## config.mk

```make
export PLATFORM = sky130hd
export DESIGN_NAME = discounted_return_and_advantage
export DESIGN_NICKNAME = d
export VERILOG_FILES = /design/src/design/dra_pkg.sv /design/src/design/discounted_return_and_advantage.sv /design/src/design/dra_cfg.sv /design/src/design/dra_datapath.sv
export SDC_FILE = /design/constraint.sdc
export NUM_CORES = 2
export LEC_CHECK = 0
export BUFFER_PORTS_ARGS = -buffer_cell sky130_fd_sc_hd__buf_2
export CAP_MARGIN = 25
export CORE_UTILIZATION = 53
export CTS_CLUSTER_DIAMETER = 80
export DETAILED_ROUTE_END_ITERATION = 7
export HOLD_SLACK_MARGIN = 0.06
export PLACE_DENSITY = 0.79
export SLEW_MARGIN = 10
export SYNTH_ARGS = -nofsm -noshare
export SYNTH_HDL_FRONTEND = slang
export SYNTH_SLANG_ARGS = --single-unit
```

## constraint.sdc

```tcl
create_clock -name clk -period 29.6 [get_ports clk]
set_clock_uncertainty 0.15 [all_clocks]
set_input_delay 2.96 -clock clk [delete_from_list [all_inputs] [get_ports clk]]
set_output_delay 2.96 -clock clk [all_outputs]
set_load 0.02 [all_outputs]
```

## src/design/dra_pkg.sv

```systemverilog
// Shared types and constants for the discounted return / advantage estimator.
// No dependencies; imported by every module of the block.
package dra_pkg;

	localparam int FACTOR_W   = 17;
	localparam int CFG_IDX_W  = 2;
	localparam int CFG_DATA_W = 17;

	localparam logic [FACTOR_W-1:0] ONE_Q16 = 17'd65536;

	localparam logic [CFG_IDX_W-1:0] REG_MODE   = 2'd0;
	localparam logic [CFG_IDX_W-1:0] REG_GAMMA  = 2'd1;
	localparam logic [CFG_IDX_W-1:0] REG_LAMBDA = 2'd2;

	localparam logic                MODE_RESET   = 1'b1;
	localparam logic [FACTOR_W-1:0] GAMMA_RESET  = 17'd64881;
	localparam logic [FACTOR_W-1:0] LAMBDA_RESET = 17'd62259;
	localparam logic [FACTOR_W-1:0] DECAY_RESET  = 17'd61636;

	localparam logic MODE_RETURNS   = 1'b0;
	localparam logic MODE_ADVANTAGE = 1'b1;

	typedef struct packed {
		logic                mode;
		logic [FACTOR_W-1:0] gamma;
		logic [FACTOR_W-1:0] decay;
	} cfg_t;

	function automatic logic [FACTOR_W-1:0] clip_factor(input logic [FACTOR_W-1:0] f);
		return (f > ONE_Q16) ? ONE_Q16 : f;
	endfunction

endpackage

```

## src/design/discounted_return_and_advantage.sv

```systemverilog
// Discounted return / advantage estimator, steps fed in reverse time order.
// Input register then result register; throughput 1 word/cycle while m_axis_tready is high,
// set by the multiply-add loop through the running estimate.
// Factor writes reach the gamma*lambda product through the factor register, then the product register.
// Reset (arst_n low): running estimate and next value cleared, registers to defaults.
// Depends on dra_pkg, dra_cfg, dra_datapath.
module discounted_return_and_advantage #(
	parameter int DATA_WIDTH = 32
) (
	input  logic                            clk,
	input  logic                            arst_n,
	input  logic                            s_axis_tvalid,
	output logic                            s_axis_tready,
	// [DATA_WIDTH-1:0] reward, [2*DATA_WIDTH-1:DATA_WIDTH] value_estimate, zero pad
	input  logic [((2*DATA_WIDTH+7)/8)*8-1:0] s_axis_tdata,
	input  logic                            s_axis_tlast,
	output logic                            m_axis_tvalid,
	input  logic                            m_axis_tready,
	// [DATA_WIDTH-1:0] estimate, zero pad
	output logic [((DATA_WIDTH+7)/8)*8-1:0] m_axis_tdata,
	// [0] saturated
	output logic                            m_axis_tuser,
	input  logic                            cfg_valid,
	output logic                            cfg_ready,
	input  logic [dra_pkg::CFG_IDX_W-1:0]   cfg_index,
	input  logic [dra_pkg::CFG_DATA_W-1:0]  cfg_data
);
	import dra_pkg::*;

	localparam int W  = DATA_WIDTH;
	localparam int OW = ((DATA_WIDTH+7)/8)*8;

	cfg_t cfg;

	logic                valid_s1;
	logic signed [W-1:0] reward_s1;
	logic signed [W-1:0] value_s1;
	logic                final_s1;
	logic                valid_s2;
	logic        [W-1:0] estimate_s2;
	logic                sat_s2;
	logic signed [W-1:0] running_q;
	logic signed [W-1:0] next_value_q;
	logic                advance;
	logic        [W-1:0] estimate;
	logic                saturated;

	dra_cfg u_cfg (
		.clk       (clk),
		.arst_n    (arst_n),
		.cfg_valid (cfg_valid),
		.cfg_ready (cfg_ready),
		.cfg_index (cfg_index),
		.cfg_data  (cfg_data),
		.cfg       (cfg)
	);

	dra_datapath #(
		.DATA_WIDTH (DATA_WIDTH)
	) u_datapath (
		.cfg            (cfg),
		.reward         (reward_s1),
		.value_estimate (value_s1),
		.final_step     (final_s1),
		.running        (running_q),
		.next_value     (next_value_q),
		.estimate       (estimate),
		.saturated      (saturated)
	);

	assign advance       = valid_s1 && (!valid_s2 || m_axis_tready);
	assign s_axis_tready = !valid_s1 || advance;

	always_ff @(posedge clk or negedge arst_n) begin
		if (!arst_n) begin
			valid_s1     <= 1'b0;
			valid_s2     <= 1'b0;
			running_q    <= '0;
			next_value_q <= '0;
		end else begin
			if (s_axis_tready)
				valid_s1 <= s_axis_tvalid;
			if (advance) begin
				valid_s2     <= 1'b1;
				running_q    <= estimate;
				next_value_q <= value_s1;
			end else if (m_axis_tready) begin
				valid_s2 <= 1'b0;
			end
		end
	end

	always_ff @(posedge clk) begin
		if (s_axis_tready && s_axis_tvalid) begin
			reward_s1 <= s_axis_tdata[W-1:0];
			value_s1  <= s_axis_tdata[2*W-1:W];
			final_s1  <= s_axis_tlast;
		end
		if (advance) begin
			estimate_s2 <= estimate;
			sat_s2      <= saturated;
		end
	end

	assign m_axis_tvalid = valid_s2;
	assign m_axis_tdata  = OW'(estimate_s2);
	assign m_axis_tuser  = sat_s2;

endmodule

```

## src/design/dra_cfg.sv

```systemverilog
// Configuration register file: mode, gamma, lambda, and the gamma*lambda product.
// Depends on dra_pkg.
module dra_cfg (
	input  logic                           clk,
	input  logic                           arst_n,
	input  logic                           cfg_valid,
	output logic                           cfg_ready,
	input  logic [dra_pkg::CFG_IDX_W-1:0]  cfg_index,
	input  logic [dra_pkg::CFG_DATA_W-1:0] cfg_data,
	output dra_pkg::cfg_t                  cfg
);
	import dra_pkg::*;

	logic                  mode_q;
	logic [FACTOR_W-1:0]   gamma_q;
	logic [FACTOR_W-1:0]   lambda_q;
	logic [FACTOR_W-1:0]   decay_q;
	logic [2*FACTOR_W-1:0] decay_prod;

	assign cfg_ready  = 1'b1;
	assign decay_prod = gamma_q * lambda_q;

	always_ff @(posedge clk or negedge arst_n) begin
		if (!arst_n) begin
			mode_q   <= MODE_RESET;
			gamma_q  <= GAMMA_RESET;
			lambda_q <= LAMBDA_RESET;
			decay_q  <= DECAY_RESET;
		end else begin
			// product register follows the factors in the cycle after they change
			decay_q <= decay_prod[16+FACTOR_W-1:16];
			if (cfg_valid) begin
				unique case (cfg_index)
					REG_MODE:   mode_q   <= cfg_data[0];
					REG_GAMMA:  gamma_q  <= clip_factor(cfg_data);
					REG_LAMBDA: lambda_q <= clip_factor(cfg_data);
					default: ;
				endcase
			end
		end
	end

	assign cfg.mode  = mode_q;
	assign cfg.gamma = gamma_q;
	assign cfg.decay = decay_q;

endmodule

```

## src/design/dra_datapath.sv

```systemverilog
// Single-step estimator arithmetic: floored Q1.16 scaling, wide sums, final clamp.
// Depends on dra_pkg.
module dra_datapath #(
	parameter int DATA_WIDTH = 32
) (
	input  dra_pkg::cfg_t                 cfg,
	input  logic signed [DATA_WIDTH-1:0]  reward,
	input  logic signed [DATA_WIDTH-1:0]  value_estimate,
	input  logic                          final_step,
	input  logic signed [DATA_WIDTH-1:0]  running,
	input  logic signed [DATA_WIDTH-1:0]  next_value,
	output logic        [DATA_WIDTH-1:0]  estimate,
	output logic                          saturated
);
	import dra_pkg::*;

	localparam int  W      = DATA_WIDTH;
	localparam int  SW     = DATA_WIDTH + 2;
	localparam int  PW     = DATA_WIDTH + FACTOR_W + 1;
	localparam bit  CLIP64 = (SW > 64);
	localparam logic signed [SW-1:0] L64_HI = SW'(64'sh7FFF_FFFF_FFFF_FFFF);
	localparam logic signed [SW-1:0] L64_LO = SW'(64'sh8000_0000_0000_0000);
	localparam logic signed [SW-1:0] W_HI   = {3'b000, {(W-1){1'b1}}};
	localparam logic signed [SW-1:0] W_LO   = {3'b111, {(W-1){1'b0}}};

	logic signed [W-1:0]  run_eff;
	logic signed [W-1:0]  nv_eff;
	logic signed [PW-1:0] prod_nv;
	logic signed [PW-1:0] prod_run;
	logic signed [W-1:0]  scaled_nv;
	logic signed [W-1:0]  scaled_run;
	logic        [FACTOR_W-1:0] run_factor;
	logic signed [SW-1:0] reward_x;
	logic signed [SW-1:0] bootstrap;
	logic signed [SW-1:0] delta;
	logic signed [SW-1:0] base;
	logic signed [SW-1:0] total;

	// partial sums saturate at 64 bits when the data word is wider than 62 bits
	function automatic logic signed [SW-1:0] sat64(input logic signed [SW-1:0] x);
		if (CLIP64 && x > L64_HI)
			return L64_HI;
		if (CLIP64 && x < L64_LO)
			return L64_LO;
		return x;
	endfunction

	assign run_eff    = final_step ? '0 : running;
	assign nv_eff     = final_step ? '0 : next_value;
	assign run_factor = (cfg.mode == MODE_ADVANTAGE) ? cfg.decay : cfg.gamma;

	// floor(f * x / 2^16) never exceeds |x|, so W bits hold it
	assign prod_nv    = $signed({1'b0, cfg.gamma}) * nv_eff;
	assign prod_run   = $signed({1'b0, run_factor}) * run_eff;
	assign scaled_nv  = prod_nv[W+15:16];
	assign scaled_run = prod_run[W+15:16];

	assign reward_x  = SW'(reward);
	assign bootstrap = sat64(reward_x + SW'(scaled_nv));
	assign delta     = sat64(bootstrap - SW'(value_estimate));
	assign base      = (cfg.mode == MODE_ADVANTAGE) ? delta : reward_x;
	assign total     = sat64(base + SW'(scaled_run));

	always_comb begin
		saturated = 1'b0;
		estimate  = total[W-1:0];
		if (total > W_HI) begin
			estimate  = W_HI[W-1:0];
			saturated = 1'b1;
		end else if (total < W_LO) begin
			estimate  = W_LO[W-1:0];
			saturated = 1'b1;
		end
	end

endmodule

```

==> results_dict.tcl <==
set metrics [dict create \
    setup_viol 0 \
    async_flop_share_pct 54.6 \
    tns_ns 0 \
    rr_startpoint "final_s1" \
    clk_latency_ns 0.61 \
    wl_per_cell_um 18.1 \
    port_buffers 123 \
    synth_xor_area_share_pct 2.38 \
    cts_buffers 28 \
    cts_setup_buffers 0 \
    rsz0062_at_grt "false" \
    num_vias 41607 \
    viasPerCell 5.41 \
    grt_max_degree 76 \
    fillCellCount 8931 \
    cts_sinks 216 \
    routed_wl_um 139000 \
    hpwl_um 112000 \
    placementRows 119 \
    violations "DRC" \
    required_ns 29.82 \
    final_max_slew_viol_count 0 \
    cp_slowest_cell "buf_4" \
    die_area_sq_mm 0.108 \
    cts_tree "done" \
    avgSynthCellArea_sq_um 8.95 \
    synth_cell_type_count 72 \
    fin_crit_sh_pct 47.8 \
    synth_edf_count 98 \
    rrSetupSlack_ns 15.46 \
    ctsLongestPathBuffers 3 \
    max_freq_mhz 70.7 \
    detail-route-antenna-nets 0 \
    antenna_found_initial 5 \
    clk_pin_slew_ns 0.07 \
    slew_headroom_pct 27.7 \
    cts_resized 0 \
    maxCapViolations 0 \
    r2r_cells 49 \
    synth_area_leaders "fa_1, inv_1, ha_1, nand2_1, edfxtp_1" \
    min_path_type "reg2reg" \
    synth_adder_area_share_pct 53.5 \
    synth_compound_area_share_pct 5.16 \
    arrival_ns 14.36 \
    initialDrtViolationCount 2854 \
    cp_max_fo 74 \
    r2r-end "m_axis_tuser" \
    synthMuxAreaShare_pct 0.589 \
    start_util_pct 53.6 \
    seq_area_frac_synth_pct 10.5 \
    yosysMostFrequentCell "inv_1" \
    fin_nets 8022 \
    synth_top_family_by_area "adder cells" \
    cp_common_cell "fa_1" \
    min_period_ns 14.14 \
    hold_viol 0 \
    synthSimpleGateAreaFrac_pct 15.9 \
    synth-main-ff-cell "edfxtp_1" \
    synth_top_area_share_pct 44.9 \
    grt_use_total_pct 27.3 \
    die_h_um 329 \
    startpoint_type "flop" \
    die_x_um 329 \
    drc 15 \
    end_kind "flop" \
    syn_to_final_growth_pct 5.51 \
    crit_type "reg2reg" \
    status "complete, but fails checks" \
    yosys_register_bits 216 \
    syn-num-nets 8063 \
    dr.pass1.iters 8 \
    max_slew.worst_pin.slew_ns 1.08 \
    synthesis.instances 6317 \
    drive_gt1_share_pct 5.37 \
    synth_area_leader_cell "fa_1" \
    grt_pass1_vias 45124 \
    grt_pass1_wl_um 233000 \
    htreeDepth 1 \
    synthesis.area_sq_mm 0.0566 \
    gp_congestion 0.933 \
    ys_warn_count 0 \
    postCtsHoldBufs 0 \
    overflow 0 \
    critPathMaxStageDelay_ns 0.66 \
    synth_common_cells "inv_1, fa_1, nand2_1, ha_1, and2_1" \
    core_sq_mm 0.106 \
    io_pins 125 \
    whs_endpoint "next_value_q[23]" \
    holdPathStages 2 \
    cts-root-buf "clkbuf_16" \
    min-delay-start "next_value_q[23]" \
]
[registers in the layout, summed over array words and instances (netlist names)]
signal / flops
reward_s1: 32
u_cfg.decay_q: 17
running_q: 32
m_axis_tvalid: 1
u_cfg.gamma_q: 17
u_cfg.mode_q: 1
next_value_q: 32
valid_s1: 1
m_axis_tuser: 1
u_cfg.lambda_q: 17
value_s1: 32
final_s1: 1
m_axis_tdata: 32
[worst max path at each step]
stage,to,cells after the start,start
floorplan,m_axis_tuser,50,final_s1
global placement,running_q[25],49,final_s1
detailed placement,m_axis_tdata[22],49,final_s1
CTS,m_axis_tdata[4],49,final_s1
global route,m_axis_tuser,49,final_s1
finish,m_axis_tuser,49,final_s1
[cell usage in the layout, fill, tap and decap left out, types with 6 or more instances in the layout]
master	n
a31oi_1	10
clkbuf_16	28
o21ai_0	113
or2_2	6
and3_1	18
xnor2_1	100
nor2b_1	88
nand4_1	12
o21ai_1	31
and4_1	6
a21o_1	74
diode_2	6
clkinv_8	7
nand3_1	17
o21a_1	24
inv_1	1513
a211oi_1	12
nor3_1	33
o21bai_1	16
fa_1	1268
and2_1	347
edfxtp_1	98
a21oi_1	139
nor2_1	292
nand2_1	1062
buf_4	86
mux2i_1	8
nand2b_1	80
dfrtp_1	89
ha_1	389
or3_1	6
xor2_1	52
mux2_2	18
buf_2	123
dfstp_2	28
[final cells by class]
cell class / count / area, sq um / area share (%)
Multi-Input combinational cell: 4300 / 43900 / 73.6
Sequential cell: 216 / 5940 / 9.95
Inverter: 1514 / 5680 / 9.53
Tap cell: 1391 / 1740 / 2.92
Timing Repair Buffer: 216 / 1340 / 2.24
Clock buffer: 31 / 726 / 1.22
Clock inverter: 21 / 313 / 0.524
Antenna cell: 6 / 15.0 / 0.0252
[critical path: cells and delay by family, from the launching register on]
family | cells | cell delay (ns)
adder cells (fa/ha/maj) | 10 | 4.52
AO/OA/AOI/OAI | 16 | 3.90
AND/OR/NAND/NOR | 12 | 2.93
buffers and inverters | 8 | 1.43
flip-flops | 1 | 0.32
XOR/XNOR | 2 | 0.31
multiplexers | 1 | 0.28
[cell families after synthesis]
group,count (synthesis)
AOI/OAI and AO/OA,474
muxes,31
adders and majority gates,1657
and+or+nand+nor,1984
xor gates and xnor gates,153
buffers and inverters,1801
DFF,216
other,1
[per-stage QoR]
stage | utilization (%) | hold slack (ns) | cells | setup WS [ns] | instance area, sq um
2_1_floorplan | - | 0.288 | 6317 | 17.55 | 56600
3_3_place_gp | 55.4 | 0.300 | 7625 | 15.47 | 58500
3_5_place_dp | 55.5 | 0.304 | 7631 | 15.36 | 58600
4_1_cts | 56.5 | 0.322 | 7683 | 15.26 | 59600
5_1_grt | 56.5 | 0.331 | 7689 | 14.64 | 59700
6_report | 56.5 | 0.322 | 7695 | 15.46 | 59700
[metal layers]
| metal | track usage, % | wire length [um] |
|---|---|---|
| met5 | 0 | 7 |
| met4 | 12.7 | 7510 |
| met3 | 3.74 | 10900 |
| met2 | 45.0 | 66500 |
| met1 | 35.8 | 54400 |
Power is not shown: default switching activity piles up to over one toggle a cycle in this logic, so the estimate is an artifact.
